==> src/sv/cac_pkg.sv <==
package cac_pkg;

  // Parameter defaults
  localparam int MAX_CLASSES_DEF = 64;
  localparam int MAX_SAMPLES_DEF = 65535;

  // Field widths
  localparam int VAL_W   = 24;
  localparam int NCLS_W  = 7;
  localparam int CLASS_W = 6;
  localparam int COUNT_W = 16;
  localparam int ACC_W   = 17;

  // Q7.16 constants
  localparam logic signed [VAL_W-1:0] Q_ONE       = 24'sd65536;
  localparam logic signed [VAL_W-1:0] Q_HALF      = 24'sd32768;
  localparam logic signed [VAL_W-1:0] Q_MINUS_ONE = -24'sd65536;

  // Long division: quotient bits produced one per cycle
  localparam int DIV_STEPS = 32;
  localparam int DIV_CNT_W = $clog2(DIV_STEPS);

  typedef struct packed {
    logic signed [VAL_W-1:0] score;
    logic signed [VAL_W-1:0] expected;
    logic                    end_of_batch;
  } in_t;

  typedef struct packed {
    logic [CLASS_W-1:0] class_idx;
    logic               has_prediction;
    logic               sample_correct;
    logic [COUNT_W-1:0] correct_count;
    logic [COUNT_W-1:0] sample_count;
    logic [ACC_W-1:0]   accuracy;
    logic               batch_done;
  } out_t;

  // Controller to datapath
  typedef struct packed {
    logic take;
    logic div_step;
    logic load;
  } cmd_t;

  // Datapath to controller
  typedef struct packed {
    logic closes_sample;
    logic end_of_batch;
    logic out_free;
  } status_t;

endpackage

==> src/sv/cac_ctrl.sv <==
module cac_ctrl (
  input  logic             clk,
  input  logic             rst,
  input  logic             in_valid,
  output logic             in_ready,
  input  cac_pkg::status_t status,
  output cac_pkg::cmd_t    cmd
);
  import cac_pkg::*;

  localparam logic [1:0] ST_IDLE = 2'd0;
  localparam logic [1:0] ST_DIV  = 2'd1;
  localparam logic [1:0] ST_LOAD = 2'd2;

  logic [1:0]           state;
  logic [1:0]           state_next;
  logic [DIV_CNT_W-1:0] cnt;
  logic [DIV_CNT_W-1:0] cnt_next;

  assign in_ready = (state == ST_IDLE);

  // Sequence one transaction: take it, divide at batch end, hand off the result
  always_comb begin
    state_next   = state;
    cnt_next     = cnt;
    cmd.take     = 1'b0;
    cmd.div_step = 1'b0;
    cmd.load     = 1'b0;
    case (state)
      ST_IDLE: begin
        if (in_valid) begin
          cmd.take = 1'b1;
          if (status.closes_sample) begin
            if (status.end_of_batch) begin
              state_next = ST_DIV;
              cnt_next   = '0;
            end else begin
              state_next = ST_LOAD;
            end
          end
        end
      end
      ST_DIV: begin
        cmd.div_step = 1'b1;
        cnt_next     = cnt + 1'b1;
        if (cnt == DIV_CNT_W'(DIV_STEPS - 1)) begin
          state_next = ST_LOAD;
        end
      end
      ST_LOAD: begin
        if (status.out_free) begin
          cmd.load   = 1'b1;
          state_next = ST_IDLE;
        end
      end
      default: begin
        state_next = ST_IDLE;
      end
    endcase
  end

  always_ff @(posedge clk) begin
    if (rst) begin
      state <= ST_IDLE;
      cnt   <= '0;
    end else begin
      state <= state_next;
      cnt   <= cnt_next;
    end
  end

endmodule

==> src/sv/cac_datapath.sv <==
module cac_datapath #(
  parameter int MAX_CLASSES = cac_pkg::MAX_CLASSES_DEF,
  parameter int MAX_SAMPLES = cac_pkg::MAX_SAMPLES_DEF
) (
  input  logic                        clk,
  input  logic                        rst,
  input  cac_pkg::in_t                in_data,
  input  logic                        cfg_valid,
  input  logic [cac_pkg::NCLS_W-1:0]  cfg_data,
  input  cac_pkg::cmd_t               cmd,
  output cac_pkg::status_t            status,
  output logic                        out_valid,
  input  logic                        out_ready,
  output cac_pkg::out_t               out_data
);
  import cac_pkg::*;

  localparam int ROW_W = $clog2(MAX_CLASSES + 1);
  localparam int EFF_W = (ROW_W > NCLS_W) ? ROW_W : NCLS_W;
  localparam logic [EFF_W-1:0] CLASS_CAP = EFF_W'(MAX_CLASSES);
  localparam logic [COUNT_W-1:0] COUNT_LIMIT =
    COUNT_W'((MAX_SAMPLES < 65535) ? MAX_SAMPLES : 65535);

  // Configuration and per-sample state
  logic [NCLS_W-1:0]       num_classes;
  logic [ROW_W-1:0]        row_position;
  logic signed [VAL_W-1:0] running_max;
  logic [ROW_W-1:0]        max_row;
  logic                    winner_seen;
  logic [1:0]              expected_ones;
  logic [ROW_W-1:0]        expected_one_row;
  logic                    expected_bad;
  logic [COUNT_W-1:0]      correct_total;
  logic [COUNT_W-1:0]      sample_total;

  // Result staging and divider
  out_t                    res;
  out_t                    res_final;
  logic [DIV_STEPS-1:0]    quo;
  logic [COUNT_W-1:0]      rem;

  // Next values
  logic [EFF_W-1:0]        ncls_eff;
  logic                    binary_mode;
  logic signed [VAL_W-1:0] sc;
  logic signed [VAL_W-1:0] ev;
  logic                    eob;
  logic                    exp_one;
  logic                    exp_zero;
  logic signed [VAL_W-1:0] running_max_next;
  logic [ROW_W-1:0]        max_row_next;
  logic                    winner_seen_next;
  logic [1:0]              expected_ones_next;
  logic [ROW_W-1:0]        expected_one_row_next;
  logic                    expected_bad_next;
  logic [ROW_W-1:0]        row_inc;
  logic                    closes;
  logic                    ok;
  logic [CLASS_W-1:0]      pred;
  logic                    hasp;
  logic [COUNT_W-1:0]      sample_total_next;
  logic [COUNT_W-1:0]      correct_total_next;
  logic [COUNT_W:0]        rem_sh;
  logic                    q_bit;

  // Evaluate one row against the running sample state
  always_comb begin
    sc  = in_data.score;
    ev  = in_data.expected;
    eob = in_data.end_of_batch;

    if (num_classes == '0) begin
      ncls_eff = EFF_W'(1);
    end else if (EFF_W'(num_classes) > CLASS_CAP) begin
      ncls_eff = CLASS_CAP;
    end else begin
      ncls_eff = EFF_W'(num_classes);
    end
    binary_mode = (ncls_eff == EFF_W'(1));

    // Strictly greater takes over, so ties keep the first row
    running_max_next = running_max;
    max_row_next     = max_row;
    winner_seen_next = winner_seen;
    if (sc > running_max) begin
      running_max_next = sc;
      max_row_next     = row_position;
      winner_seen_next = 1'b1;
    end

    exp_one               = (ev == Q_ONE);
    exp_zero              = (ev == '0);
    expected_ones_next    = expected_ones;
    expected_one_row_next = expected_one_row;
    if (exp_one) begin
      if (expected_ones == 2'd0) begin
        expected_one_row_next = row_position;
      end
      if (expected_ones != 2'd2) begin
        expected_ones_next = expected_ones + 2'd1;
      end
    end
    expected_bad_next = expected_bad | (!exp_one && !exp_zero);

    row_inc = row_position + 1'b1;
    closes  = binary_mode || eob || (EFF_W'(row_inc) >= ncls_eff);

    if (binary_mode) begin
      pred = CLASS_W'(sc >= Q_HALF);
      hasp = 1'b1;
      ok   = ((sc >= Q_HALF) == (ev >= Q_HALF));
    end else begin
      pred = winner_seen_next ? CLASS_W'(max_row_next) : '0;
      hasp = winner_seen_next;
      if (expected_bad_next) begin
        ok = 1'b0;
      end else if (winner_seen_next) begin
        ok = (expected_ones_next == 2'd1) && (expected_one_row_next == max_row_next);
      end else begin
        ok = (expected_ones_next == 2'd0);
      end
    end

    // Saturating batch counts
    sample_total_next  = (sample_total < COUNT_LIMIT) ? sample_total + 1'b1 : sample_total;
    correct_total_next = (ok && correct_total < COUNT_LIMIT) ?
                         correct_total + 1'b1 : correct_total;

    // One restoring division step
    rem_sh = {rem, quo[DIV_STEPS-1]};
    q_bit  = (rem_sh >= {1'b0, res.sample_count});

    // Attach the accuracy only to the batch-closing result
    res_final          = res;
    res_final.accuracy = res.batch_done ? quo[ACC_W-1:0] : '0;

    status.closes_sample = closes;
    status.end_of_batch  = eob;
    status.out_free      = !out_valid || out_ready;
  end

  // Control state: configuration, sample tracking, batch counts, output valid
  always_ff @(posedge clk) begin
    if (rst) begin
      num_classes      <= NCLS_W'(1);
      row_position     <= '0;
      running_max      <= Q_MINUS_ONE;
      max_row          <= '0;
      winner_seen      <= 1'b0;
      expected_ones    <= 2'd0;
      expected_one_row <= '0;
      expected_bad     <= 1'b0;
      correct_total    <= '0;
      sample_total     <= '0;
      out_valid        <= 1'b0;
    end else begin
      if (cfg_valid) begin
        // A new class count drops the partial sample
        num_classes      <= cfg_data;
        row_position     <= '0;
        running_max      <= Q_MINUS_ONE;
        max_row          <= '0;
        winner_seen      <= 1'b0;
        expected_ones    <= 2'd0;
        expected_one_row <= '0;
        expected_bad     <= 1'b0;
      end else if (cmd.take) begin
        if (closes) begin
          row_position     <= '0;
          running_max      <= Q_MINUS_ONE;
          max_row          <= '0;
          winner_seen      <= 1'b0;
          expected_ones    <= 2'd0;
          expected_one_row <= '0;
          expected_bad     <= 1'b0;
          correct_total    <= eob ? '0 : correct_total_next;
          sample_total     <= eob ? '0 : sample_total_next;
        end else begin
          row_position     <= row_inc;
          running_max      <= running_max_next;
          max_row          <= max_row_next;
          winner_seen      <= winner_seen_next;
          expected_ones    <= expected_ones_next;
          expected_one_row <= expected_one_row_next;
          expected_bad     <= expected_bad_next;
        end
      end

      if (cmd.load) begin
        out_valid <= 1'b1;
      end else if (out_ready) begin
        out_valid <= 1'b0;
      end
    end
  end

  // Payload: stage the result, run the divider, fill the output register
  always_ff @(posedge clk) begin
    if (cmd.take && closes) begin
      res.class_idx      <= pred;
      res.has_prediction <= hasp;
      res.sample_correct <= ok;
      res.correct_count  <= correct_total_next;
      res.sample_count   <= sample_total_next;
      res.accuracy       <= '0;
      res.batch_done     <= eob;
      // correct * 2^16 + floor(total / 2)
      quo <= {correct_total_next, 1'b0, sample_total_next[COUNT_W-1:1]};
      rem <= '0;
    end else if (cmd.div_step) begin
      rem <= q_bit ? COUNT_W'(rem_sh - {1'b0, res.sample_count}) : COUNT_W'(rem_sh);
      quo <= {quo[DIV_STEPS-2:0], q_bit};
    end

    if (cmd.load) begin
      out_data <= res_final;
    end
  end

endmodule

==> src/sv/classification_accuracy_counter.sv <==
// A row that does not end a sample is absorbed when it is taken. After a sample-ending row
// is accepted the controller waits in LOAD and out_valid rises once the output register is
// free; at batch end the 32-step divider runs first. Rows within a sample are taken at 1
// row per cycle; after a closing row no new row is taken until its result is loaded.
// Reset (rst, synchronous): class count 1, sample state and batch counts cleared, no
// result pending. Configuration writes are taken in every cycle.
module classification_accuracy_counter #(
  parameter int MAX_CLASSES = cac_pkg::MAX_CLASSES_DEF,
  parameter int MAX_SAMPLES = cac_pkg::MAX_SAMPLES_DEF
) (
  input  logic                       clk,
  input  logic                       rst,
  input  logic                       in_valid,
  output logic                       in_ready,
  input  cac_pkg::in_t               in_data,
  output logic                       out_valid,
  input  logic                       out_ready,
  output cac_pkg::out_t              out_data,
  input  logic                       cfg_valid,
  output logic                       cfg_ready,
  input  logic [cac_pkg::NCLS_W-1:0] cfg_data
);
  import cac_pkg::*;

  cmd_t    cmd;
  status_t status;

  // Register writes never stall
  assign cfg_ready = 1'b1;

  cac_ctrl u_ctrl (
    .clk      (clk),
    .rst      (rst),
    .in_valid (in_valid),
    .in_ready (in_ready),
    .status   (status),
    .cmd      (cmd)
  );

  cac_datapath #(
    .MAX_CLASSES (MAX_CLASSES),
    .MAX_SAMPLES (MAX_SAMPLES)
  ) u_datapath (
    .clk       (clk),
    .rst       (rst),
    .in_data   (in_data),
    .cfg_valid (cfg_valid),
    .cfg_data  (cfg_data),
    .cmd       (cmd),
    .status    (status),
    .out_valid (out_valid),
    .out_ready (out_ready),
    .out_data  (out_data)
  );

endmodule

==> config.mk <==
export PLATFORM = sky130hd
export DESIGN_NAME = classification_accuracy_counter
export DESIGN_NICKNAME = d
export VERILOG_FILES = /design/src/sv/cac_pkg.sv /design/src/sv/cac_ctrl.sv /design/src/sv/cac_datapath.sv /design/src/sv/classification_accuracy_counter.sv
export SDC_FILE = /design/constraint.sdc
export NUM_CORES = 1
export LEC_CHECK = 0
export BUFFER_PORTS_ARGS = -buffer_cell sky130_fd_sc_hd__buf_4
export CAP_MARGIN = 20
export CORE_ASPECT_RATIO = 1.5
export CORE_MARGIN = 1
export CORE_UTILIZATION = 50
export CTS_BUF_LIST = sky130_fd_sc_hd__clkbuf_2 sky130_fd_sc_hd__clkbuf_4 sky130_fd_sc_hd__clkbuf_8
export CTS_CLUSTER_DIAMETER = 30
export DETAILED_ROUTE_END_ITERATION = 10
export PLACE_DENSITY = 0.69
export SYNTH_ARGS = -nofsm -noshare
export SYNTH_HDL_FRONTEND = slang
export SYNTH_SLANG_ARGS = --single-unit
==> constraint.sdc <==
create_clock -name clk -period 9.8 [get_ports clk]
set_input_delay 2.94 -clock clk [delete_from_list [all_inputs] [get_ports clk]]
set_output_delay 2.94 -clock clk [all_outputs]
set_load 0.03 [all_outputs]
==> results of run 1 <==
## worst max path at each step
stage	from	to	slack [ns]	cells past startpoint
floorplan	out_ready	u_datapath.out_data[0]$_DFFE_PP_	3.65	2
global placement	in_data[26]	u_datapath.quo[30]$_DFFE_PP_	3.32	12
CTS	in_data[26]	u_datapath.quo[30]$_DFFE_PP_	3.82	12
detailed placement	in_data[26]	u_datapath.quo[30]$_DFFE_PP_	3.23	12
finish	in_data[26]	u_datapath.quo[30]$_DFFE_PP_	3.73	12
global route	in_data[26]	u_datapath.quo[30]$_DFFE_PP_	3.59	12
## routing by layer
layer  GRT usage  vias up  routed length (um)
met5           0        -                   0
li1            -     4581                   -
met1      0.2602     4477               11400
met3     0.03733       56                1186
met2      0.4430      257               15060
met4      0.1090        0                 856
## report_power, final
part	internal (mW)	switching (mW)	leakage, nW
sequential	1.16	0.0461	2.17
combinational	0.247	0.359	2.77
clock	0.668	0.439	0.527
## stage by stage
step / hold WS [ns] / util / setup WS [ns] / std cells
2_1_floorplan: 0.4003 / - / 3.654 / 1188
3_5_place_dp: 0.4056 / 0.5579 / 3.229 / 1574
3_3_place_gp: 0.4018 / 0.5579 / 3.319 / 1574
6_report: 0.4142 / 0.6019 / 3.734 / 1657
4_1_cts: 0.4110 / 0.6019 / 3.821 / 1657
5_1_grt: 0.4246 / 0.6019 / 3.589 / 1657
## registers in the layout, indices dropped and copies added, names as in the netlist, 7 cells and up
signal / cells
u_datapath.out_data: 58
u_datapath.res: 41
u_datapath.quo: 32
u_datapath.running_max: 24
u_datapath.correct_total: 16
u_datapath.rem: 16
u_datapath.sample_total: 16
u_datapath.expected_one_row: 7
u_datapath.max_row: 7
u_datapath.num_classes: 7
u_datapath.row_position: 7
## layout make-up
type                    instances  area (sq um)  area share
clock buffers                  60         757.0     0.05316
clock inverters                23         284.0     0.01995
inverters                      70         262.8     0.01845
multi-input cells             810          5379      0.3778
flip-flops and latches        243          6166      0.4330
well taps                     319         399.1     0.02803
repair buffers                132         991.0     0.06960
## cell usage after synthesis (26+ instances only)
library cell  number
edfxtp_1         130
dfxtp_1          113
nor2_1           100
nand2_1           99
inv_1             67
a21oi_1           64
clkbuf_1          53
ha_1              53
nand3_1           50
a22oi_1           39
o21ai_0           35
xnor2_1           34
xor2_1            26
## critical path, stage by stage
cell,delay (ns)
buf_4,0.11
ha_1,0.30
nor2b_1,0.13
o211ai_1,0.18
a21oi_1,0.13
o311a_1,0.36
o211a_1,0.25
o21ai_0,0.46
and3_1,0.69
inv_2,0.27
a31o_2,0.31
a32o_1,0.23
## kinds of logic after synthesis
family | share of synthesized area
fa+ha+maj | 0.05672
simple gates | 0.1718
xor+xnor | 0.04363
mux | 0.01610
compound gates | 0.1554
flops | 0.5119
buf+inv | 0.04415
other cells | 0.0003113
==> flow_summary_export.csv, run 1 <==
group,metric,value,unit
run_status,outcome,"finished, final reports clean",
routing,drt_iter0_drc,487,
sta,rsz0062_at_grt,"false",
placed_design,hpwl,19.93,mm
layout,final_common_cell,"buf_4",
global_route,grt_overflow,0,
min_path,min-delay-start,"u_datapath.res[43]$_DFFE_PP_",
synth,synth_fp_nets,1303,
synth,synth-edff-count,130,
synth,ys_types,76,
placed_design,gp_congestion,0.8976,
clock_tree,clock-sinks,243,
setup_path,critPathArrivalTime,6.37,ns
synth,synth-seq-cells,243,
clock_tree,postCtsHoldBufs,0,
pwr,peakVddDrop,0.1189,mV
global_route,track_usage,0.2374,
sta,final.min_clock_period,6.066,ns
global_route,grt_pass1_wl,45.91,mm
routing,postRouteAntennaNets,0,
sta,clock_skew,0.02863,ns
run,cap_violations,0,
layout,design_area,14240,sq um
clock_tree,clk_latency,0.57,ns
global_route,grt_pass1_vias,9237,
global_route,grt_antenna_before_repair,0,
min_path,hold_depth,0,
synth,synth_area,12050,sq um
clock_tree,cts_setup_buffers,0,
routing,drc_errors,0,
clock_tree,clockBufferDepth,3,
routing,firstDrtPassIters,5,
clock_tree,cts_tree,"built",
placed_design,dpl-instance-area,13200,sq um
floorplan,fp.dieW,128.7,um
layout,drive_above_1_share,0.1839,
floorplan,rows,69,
sta,maxSlewViolCount,0,
routing,vias,9371,
clock_tree,clkTransAtPathRegs,0.06,ns
setup_path,rrSetupSlack,4.63,ns
floorplan,core,23660,sq um
layout,syn_to_final_growth,18.21,%
floorplan,die_area,24730,sq um
sta,max_slew.worst_pin.slew,1.002,ns
setup_path,r2r-end,"u_datapath.quo[27]$_DFFE_PP_",
synth,syn_avg_cell_area,10.14,sq um
pwr,power.density,204.8,nW/um^2
setup_path,path_max_fanout,18,
synth,synth-warning-count,0,
layout,nFillCells,2100,
clock_tree,cts_made_buffers,45,
min_path,whs_endpoint,"u_datapath.out_data[43]$_DFFE_PP_",
sta,setup_viol,0,
setup_path,start_kind,"input port",
sta,finalHoldViolCount,0,
floorplan,die_y,192.1,um
sta,clock.fmax,0.1649,GHz
synth,synthFlopType,"edfxtp_1",
pwr,leakagePower,5.470,nW
clock_tree,ctsResizeCount,0,
setup_path,endpoint_kind,"register",
clock_tree,htreeDepth,2,
setup_path,worst_r2r_path_depth,13,
floorplan,start_util,0.5092,
routing,post_drt_wl_per_cell,17.20,um
layout,nets,1417,
routing,via_per_inst,5.655,
routing,drt-total-wl,28.51,mm
synth,synth_area_leaders,"edfxtp_1 (32%), dfxtp_1 (19%), ha_1 (5.5%)",
setup_path,worstSetupPathType,"input port to register",
placed_design,numPortBuffers,120,
sta,period_share,0.6190,
sta,setup_tns,0,ns
synth,synth_seq_area_share,0.5119,
synth,ys_async_sr_fraction,0,
synth,synth_top_cell_area_share,0.3241,
sta,max_slew_margin,0.3269,
layout,final_cell_mix,"buf_4 (132), edfxtp_1 (130), dfxtp_1 (113), nor2_1 (100), nand2_1 (99)",
setup_path,r2r_start,"u_datapath.row_position[0]$_SDFFE_PP0P_",
pwr,total_power,2.915,mW
min_path,holdCritPathClass,"register to register",
synth,synth_top_cell_by_area,"edfxtp_1",
setup_path,worst-endpoint-required,10.11,ns
floorplan,io_pins,122,
clock_tree,cts-root-buf,"clkbuf_8",
global_route,grt_start_max_net_pins,69,
synth,synthCells,1188,
layout,antenna_cells,0,
Power figures use the tool's default switching activity.
==> run 2: changes to the inputs <==
==> constraint.sdc (replaced) <==
create_clock -name clk -period 5.6 [get_ports clk]
set_input_delay 1.68 -clock clk [delete_from_list [all_inputs] [get_ports clk]]
set_output_delay 1.68 -clock clk [all_outputs]
set_load 0.03 [all_outputs]
==> run 2 against run 1 <==
Global-route usage shrank 0.23 points. Sequential power grew 75%. Sequential share of layout area rose by 0.11 points. Core utilization fell by 0.15 points. Die area unchanged. Final area is 0.25% lower. Register-to-register slack got worse by 3.2 ns. Via count increased by 1.2%. Clock skew is 0.0055 ns higher. First-iteration DRC count rose by 15%.
==> flow_summary_export.csv, run 2 (synthesis results as in run 1) <==
group,metric,value,unit
run_status,outcome,"finished, final reports clean",
floorplan,die_y,192.1,um
layout,largest_reg_flops,58,
routing,vias,9484,
clock_tree,clk_latency,0.59,ns
setup_path,worstSetupPathType,"input port to register",
sta,setup_viol,0,
global_route,grt_pass1_wl,45.12,mm
layout,nets,1421,
placed_design,gp_congestion,0.8858,
global_route,grt_overflow,0,
clock_tree,clockBufferDepth,3,
pwr,power_switching_share,0.2983,
routing,via_per_inst,5.720,
sta,final.min_clock_period,4.641,ns
layout,seqCellArea,6166,sq um
sta,max_slew.worst_pin.slew,1.106,ns
setup_path,critPathArrivalTime,4.96,ns
clock_tree,cts_made_buffers,43,
routing,drt_iter0_drc,559,
layout,syn_to_final_growth,17.91,%
layout,nFillCells,2130,
floorplan,die_area,24730,sq um
floorplan,fp.dieW,128.7,um
pwr,pwr-share-clk,0.362,
clock_tree,clock-sinks,243,
setup_path,crit_slowest_cell,"and3_1",
setup_path,worst-endpoint-required,5.92,ns
routing,postRouteAntennaNets,0,
sta,whs,0.4114,ns
sta,clock_skew,0.03417,ns
routing,post_drt_wl_per_cell,17.33,um
placed_design,hpwl,20.12,mm
min_path,holdCritPathClass,"register to register",
setup_path,start_kind,"input port",
clock_tree,postCtsHoldBufs,0,
setup_path,rrSetupSlack,1.45,ns
layout,final_common_cell,"buf_4",
global_route,grt_antenna_before_repair,0,
sta,rsz0062_at_grt,"false",
floorplan,core,23660,sq um
routing,drc_errors,0,
setup_path,endpoint_kind,"register",
floorplan,start_util,0.5092,
setup_path,slowest_delay,0.53,ns
global_route,grt_pass1_vias,9190,
clock_tree,clkTransAtPathRegs,0.06,ns
pwr,power.density,351.3,nW/um^2
placed_design,pre_cts_ws,0.4261,ns
layout,multiInputGateArea,5373,sq um
routing,firstDrtPassIters,7,
pwr,peakVddDrop,0.2079,mV
layout,final_cell_mix,"buf_4 (137), edfxtp_1 (130), dfxtp_1 (113), nor2_1 (100), nand2_1 (99)",
sta,finalHoldViolCount,0,
floorplan,io_pins,122,
pwr,leakagePower,5.467,nW
setup_path,crit_path_cell_trace,"buf_4, ha_1, nand4_1, nor3_1, a21oi_1, o21ai_0, nor3_1, o21ai_0, and3_1, inv_2, a31o_2, a32o_1",
layout,antenna_cells,0,
sta,max_slew_margin,0.2572,
sta,setup_tns,0,ns
clock_tree,cts_tree,"built",
pwr,p_int,3.501,mW
global_route,track_usage,0.2352,
layout,drive_above_1_share,0.1845,
clock_tree,cts-root-buf,"clkbuf_8",
sta,clock.fmax,0.2155,GHz
run,cap_violations,0,
pwr,p_seq_frac,0.422,
clock_tree,htreeDepth,2,
placed_design,numPortBuffers,120,
layout,largest-register,"u_datapath.out_data",
sta,period_share,0.8287,
pwr,p_switching,1.488,mW
floorplan,rows,69,
routing,drt-total-wl,28.74,mm
sta,maxSlewViolCount,0,
pwr,p_comb_frac,0.216,
layout,largest_registers,"u_datapath.out_data (58), u_datapath.res (41), u_datapath.quo (32)",
sta,setup_ws,0.9593,ns
setup_path,path_max_fanout,14,
clock_tree,cts_setup_buffers,0,
global_route,grt_start_max_net_pins,51,
clock_tree,ctsResizeCount,0,
-- run 2: cell count changes in the layout (fill, tap and decap cells not counted), moves of 2 or more --
cell        delta
buf_4          +5
bufinv_16      -2
clkbuf_4       -2
clkbuf_8       -2
clkinvlp_4     -3
inv_6          +2
-- run 2: through the flow --
stage,instances,instance area (sq um),total power [mW],utilization
final,1658,14200,4.990,0.6004
after global routing,1658,14200,5.216,0.6004
after CTS,1658,14200,5.025,0.6004
after detailed placement,1580,13250,3.210,0.5601
after global placement,1580,13250,3.190,0.5601
after floorplan,1188,12050,2.906,-
-- run 2: final cells by class --
class | count | area share
flip-flops and latches | 243 | 0.4341
multi-input cells | 810 | 0.3783
inverters | 70 | 0.01850
clock inverters | 22 | 0.01683
well taps | 319 | 0.02810
repair buffers | 138 | 0.07383
clock buffers | 56 | 0.05030
-- run 2: final timing paths --
check,endpoint,startpoint,cells after the start
max,u_datapath.quo[30]$_DFFE_PP_,in_data[48],12
min,u_datapath.out_data[34]$_DFFE_PP_,u_datapath.res[34]$_DFFE_PP_,0
max reg2reg,u_datapath.quo[16]$_DFFE_PP_,u_datapath.num_classes[2]$_SDFFE_PP0P_,18
min reg2reg,u_datapath.out_data[34]$_DFFE_PP_,u_datapath.res[34]$_DFFE_PP_,0
-- run 2: power by group through the flow --
stage / clock (mW) / combinational (mW) / sequential (mW)
floorplan: 0 / 0.767 / 2.14
CTS: 1.84 / 1.08 / 2.10
finish: 1.81 / 1.08 / 2.10
detailed placement: 0 / 1.07 / 2.14
global placement: 0 / 1.05 / 2.14
global route: 1.92 / 1.18 / 2.12
-- run 2: critical path: cells and delay by family --
family                     cells  cell delay (ns)
AOI/OAI and AO/OA              5             1.30
and+or+nand+nor                4             1.27
adders and majority gates      1             0.37
buffers and inverters          2             0.36
-- run 2: routing by layer --
metal,up-vias,track usage,wire [um]
li1,4585,-,-
met1,4494,0.2504,11050
met2,312,0.4339,14880
met3,93,0.04178,1586
met4,0,0.1294,1224
met5,-,0,0
==> run 3: changes to the inputs <==
==> constraint.sdc (replaced) <==
create_clock -name clk -period 4.4 [get_ports clk]
set_input_delay 1.32 -clock clk [delete_from_list [all_inputs] [get_ports clk]]
set_output_delay 1.32 -clock clk [all_outputs]
set_load 0.03 [all_outputs]
==> run 3 against run 2 <==
Clock skew fell by 0.012 ns. Wire length rose by 1.5%. Sequential power grew 28%. Clock power up 24%. Power is 27% higher.
==> flow_summary_export.csv, run 3 (synthesis results as in run 1) <==
group,metric,value,unit
run_status,outcome,"finished, final reports clean",
routing,drt-total-wl,29.17,mm
pwr,peakVddDrop,0.2714,mV
placed_design,dpl-instance-area,13610,sq um
floorplan,die_area,24730,sq um
clock_tree,clockBufferDepth,3,
setup_path,critPathArrivalTime,4.38,ns
placed_design,hpwl,20.63,mm
clock_tree,clock-sinks,243,
sta,maxSlewViolCount,0,
clock_tree,postCtsHoldBufs,0,
floorplan,start_util,0.5092,
sta,max_slew_margin,0.3768,
clock_tree,clkTransAtPathRegs,0.06,ns
layout,seqCellArea,6166,sq um
layout,nFillCells,2022,
setup_path,worstSetupPathType,"input port to register",
routing,firstDrtPassIters,5,
clock_tree,cts-root-buf,"clkbuf_8",
placed_design,numPortBuffers,120,
global_route,grt_overflow,0,
sta,setup_ws,0.3192,ns
setup_path,worst-endpoint-required,4.70,ns
clock_tree,ctsResizeCount,0,
floorplan,rows,69,
clock_tree,cts_tree,"built",
layout,largest_reg_flops,58,
layout,final_cell_mix,"buf_4 (185), edfxtp_1 (130), dfxtp_1 (113), nor2_1 (100), nand2_1 (99)",
clock_tree,clk_latency,0.57,ns
setup_path,path_max_fanout,13,
routing,vias,9605,
placed_design,gp_congestion,0.8977,
sta,max_slew.worst_pin.slew,0.9349,ns
setup_path,start_kind,"input port",
layout,syn_to_final_growth,20.70,%
clock_tree,htreeDepth,2,
layout,largest_registers,"u_datapath.out_data (58), u_datapath.res (41), u_datapath.quo (32)",
sta,clock.fmax,0.2451,GHz
layout,nets,1468,
global_route,grt_antenna_before_repair,0,
min_path,holdCritPathClass,"register to register",
layout,design_area,14540,sq um
clock_tree,cts_setup_buffers,0,
floorplan,io_pins,122,
pwr,leakagePower,5.699,nW
sta,period_share,0.9274,
placed_design,pre_cts_ws,-0.2441,ns
sta,final.min_clock_period,4.081,ns
layout,final_common_cell,"buf_4",
floorplan,fp.dieW,128.7,um
layout,final_util,0.6146,
sta,finalHoldViolCount,0,
pwr,power.density,435.1,nW/um^2
clock_tree,cts_made_buffers,42,
routing,drc_errors,0,
layout,antenna_cells,0,
setup_path,endpoint_kind,"register",
routing,drt_iter0_drc,419,
global_route,grt_start_max_net_pins,59,
sta,rsz0062_at_grt,"false",
sta,clock_skew,0.02206,ns
layout,drive_above_1_share,0.2114,
global_route,track_usage,0.2429,
floorplan,die_y,192.1,um
global_route,grt_pass1_vias,9461,
routing,post_drt_wl_per_cell,17.11,um
routing,postRouteAntennaNets,0,
layout,largest-register,"u_datapath.out_data",
floorplan,core,23660,sq um
layout,multiInputGateArea,5373,sq um
sta,setup_viol,0,
run,cap_violations,0,
routing,via_per_inst,5.633,
global_route,grt_pass1_wl,46.75,mm
[run 3: cell count changes in the layout (fill, tap and decap cells not counted)]
cell,previous run,this run
clkbuf_8,47,46
clkbuf_4,9,13
inv_6,3,0
clkinv_1,5,6
clkinv_4,3,1
buf_4,137,185
[run 3: final timing paths]
check                                    startpoint                                end  slack, ns  cells after the start
max                                      in_data[1]       u_datapath.quo[20]$_DFFE_PP_       0.32                     10
max reg2reg  u_datapath.num_classes[2]$_SDFFE_PP0P_       u_datapath.quo[20]$_DFFE_PP_       0.43                     16
min reg2reg        u_datapath.res[55]$_SDFFCE_PP0P_  u_datapath.out_data[55]$_DFFE_PP_       0.41                      0
min                u_datapath.res[55]$_SDFFCE_PP0P_  u_datapath.out_data[55]$_DFFE_PP_       0.41                      0
[run 3: layout make-up]
| class | count | share of cell area |
|---|---|---|
| Sequential cell | 243 | 0.4241 |
| Multi-Input combinational cell | 810 | 0.3695 |
| Timing Repair Buffer | 186 | 0.09690 |
| Clock buffer | 59 | 0.05026 |
| Tap cell | 319 | 0.02745 |
| Inverter | 70 | 0.01807 |
| Clock inverter | 18 | 0.01368 |
[run 3: through the flow]
stage / power [mW] / setup TNS, ns / hold WS (ns) / cells
2_1_floorplan: 3.698 / 0 / 0.4003 / 1188
3_3_place_gp: 4.089 / -2.904 / 0.4013 / 1628
3_5_place_dp: 4.114 / -4.145 / 0.4063 / 1628
4_1_cts: 6.378 / 0 / 0.4064 / 1705
5_1_grt: 6.638 / 0 / 0.4243 / 1705
6_report: 6.326 / 0 / 0.4099 / 1705
[run 3: worst max-delay path, cell delays in order]
cell and delay, ns:
buf_4 0.12, nor4_4 0.36, nand4_2 0.15, nor3_1 0.23
mux2_2 0.35, or4_1 0.52, a211o_1 0.36, and3_1 0.36
a32o_1 0.32, or3_1 0.31
[run 3: power breakdown]
group	leakage, nW	internal [mW]	switching (mW)
Sequential	2.17	2.57	0.103
Clock	0.485	1.32	0.932
Combinational	3.04	0.586	0.813
[run 3: routing by layer]
metal | track usage | part of all wire
met1 | 0.2647 | 0.39
met2 | 0.4568 | 0.53
met3 | 0.03538 | 0.041
met4 | 0.1122 | 0.037
met5 | 0 | 0
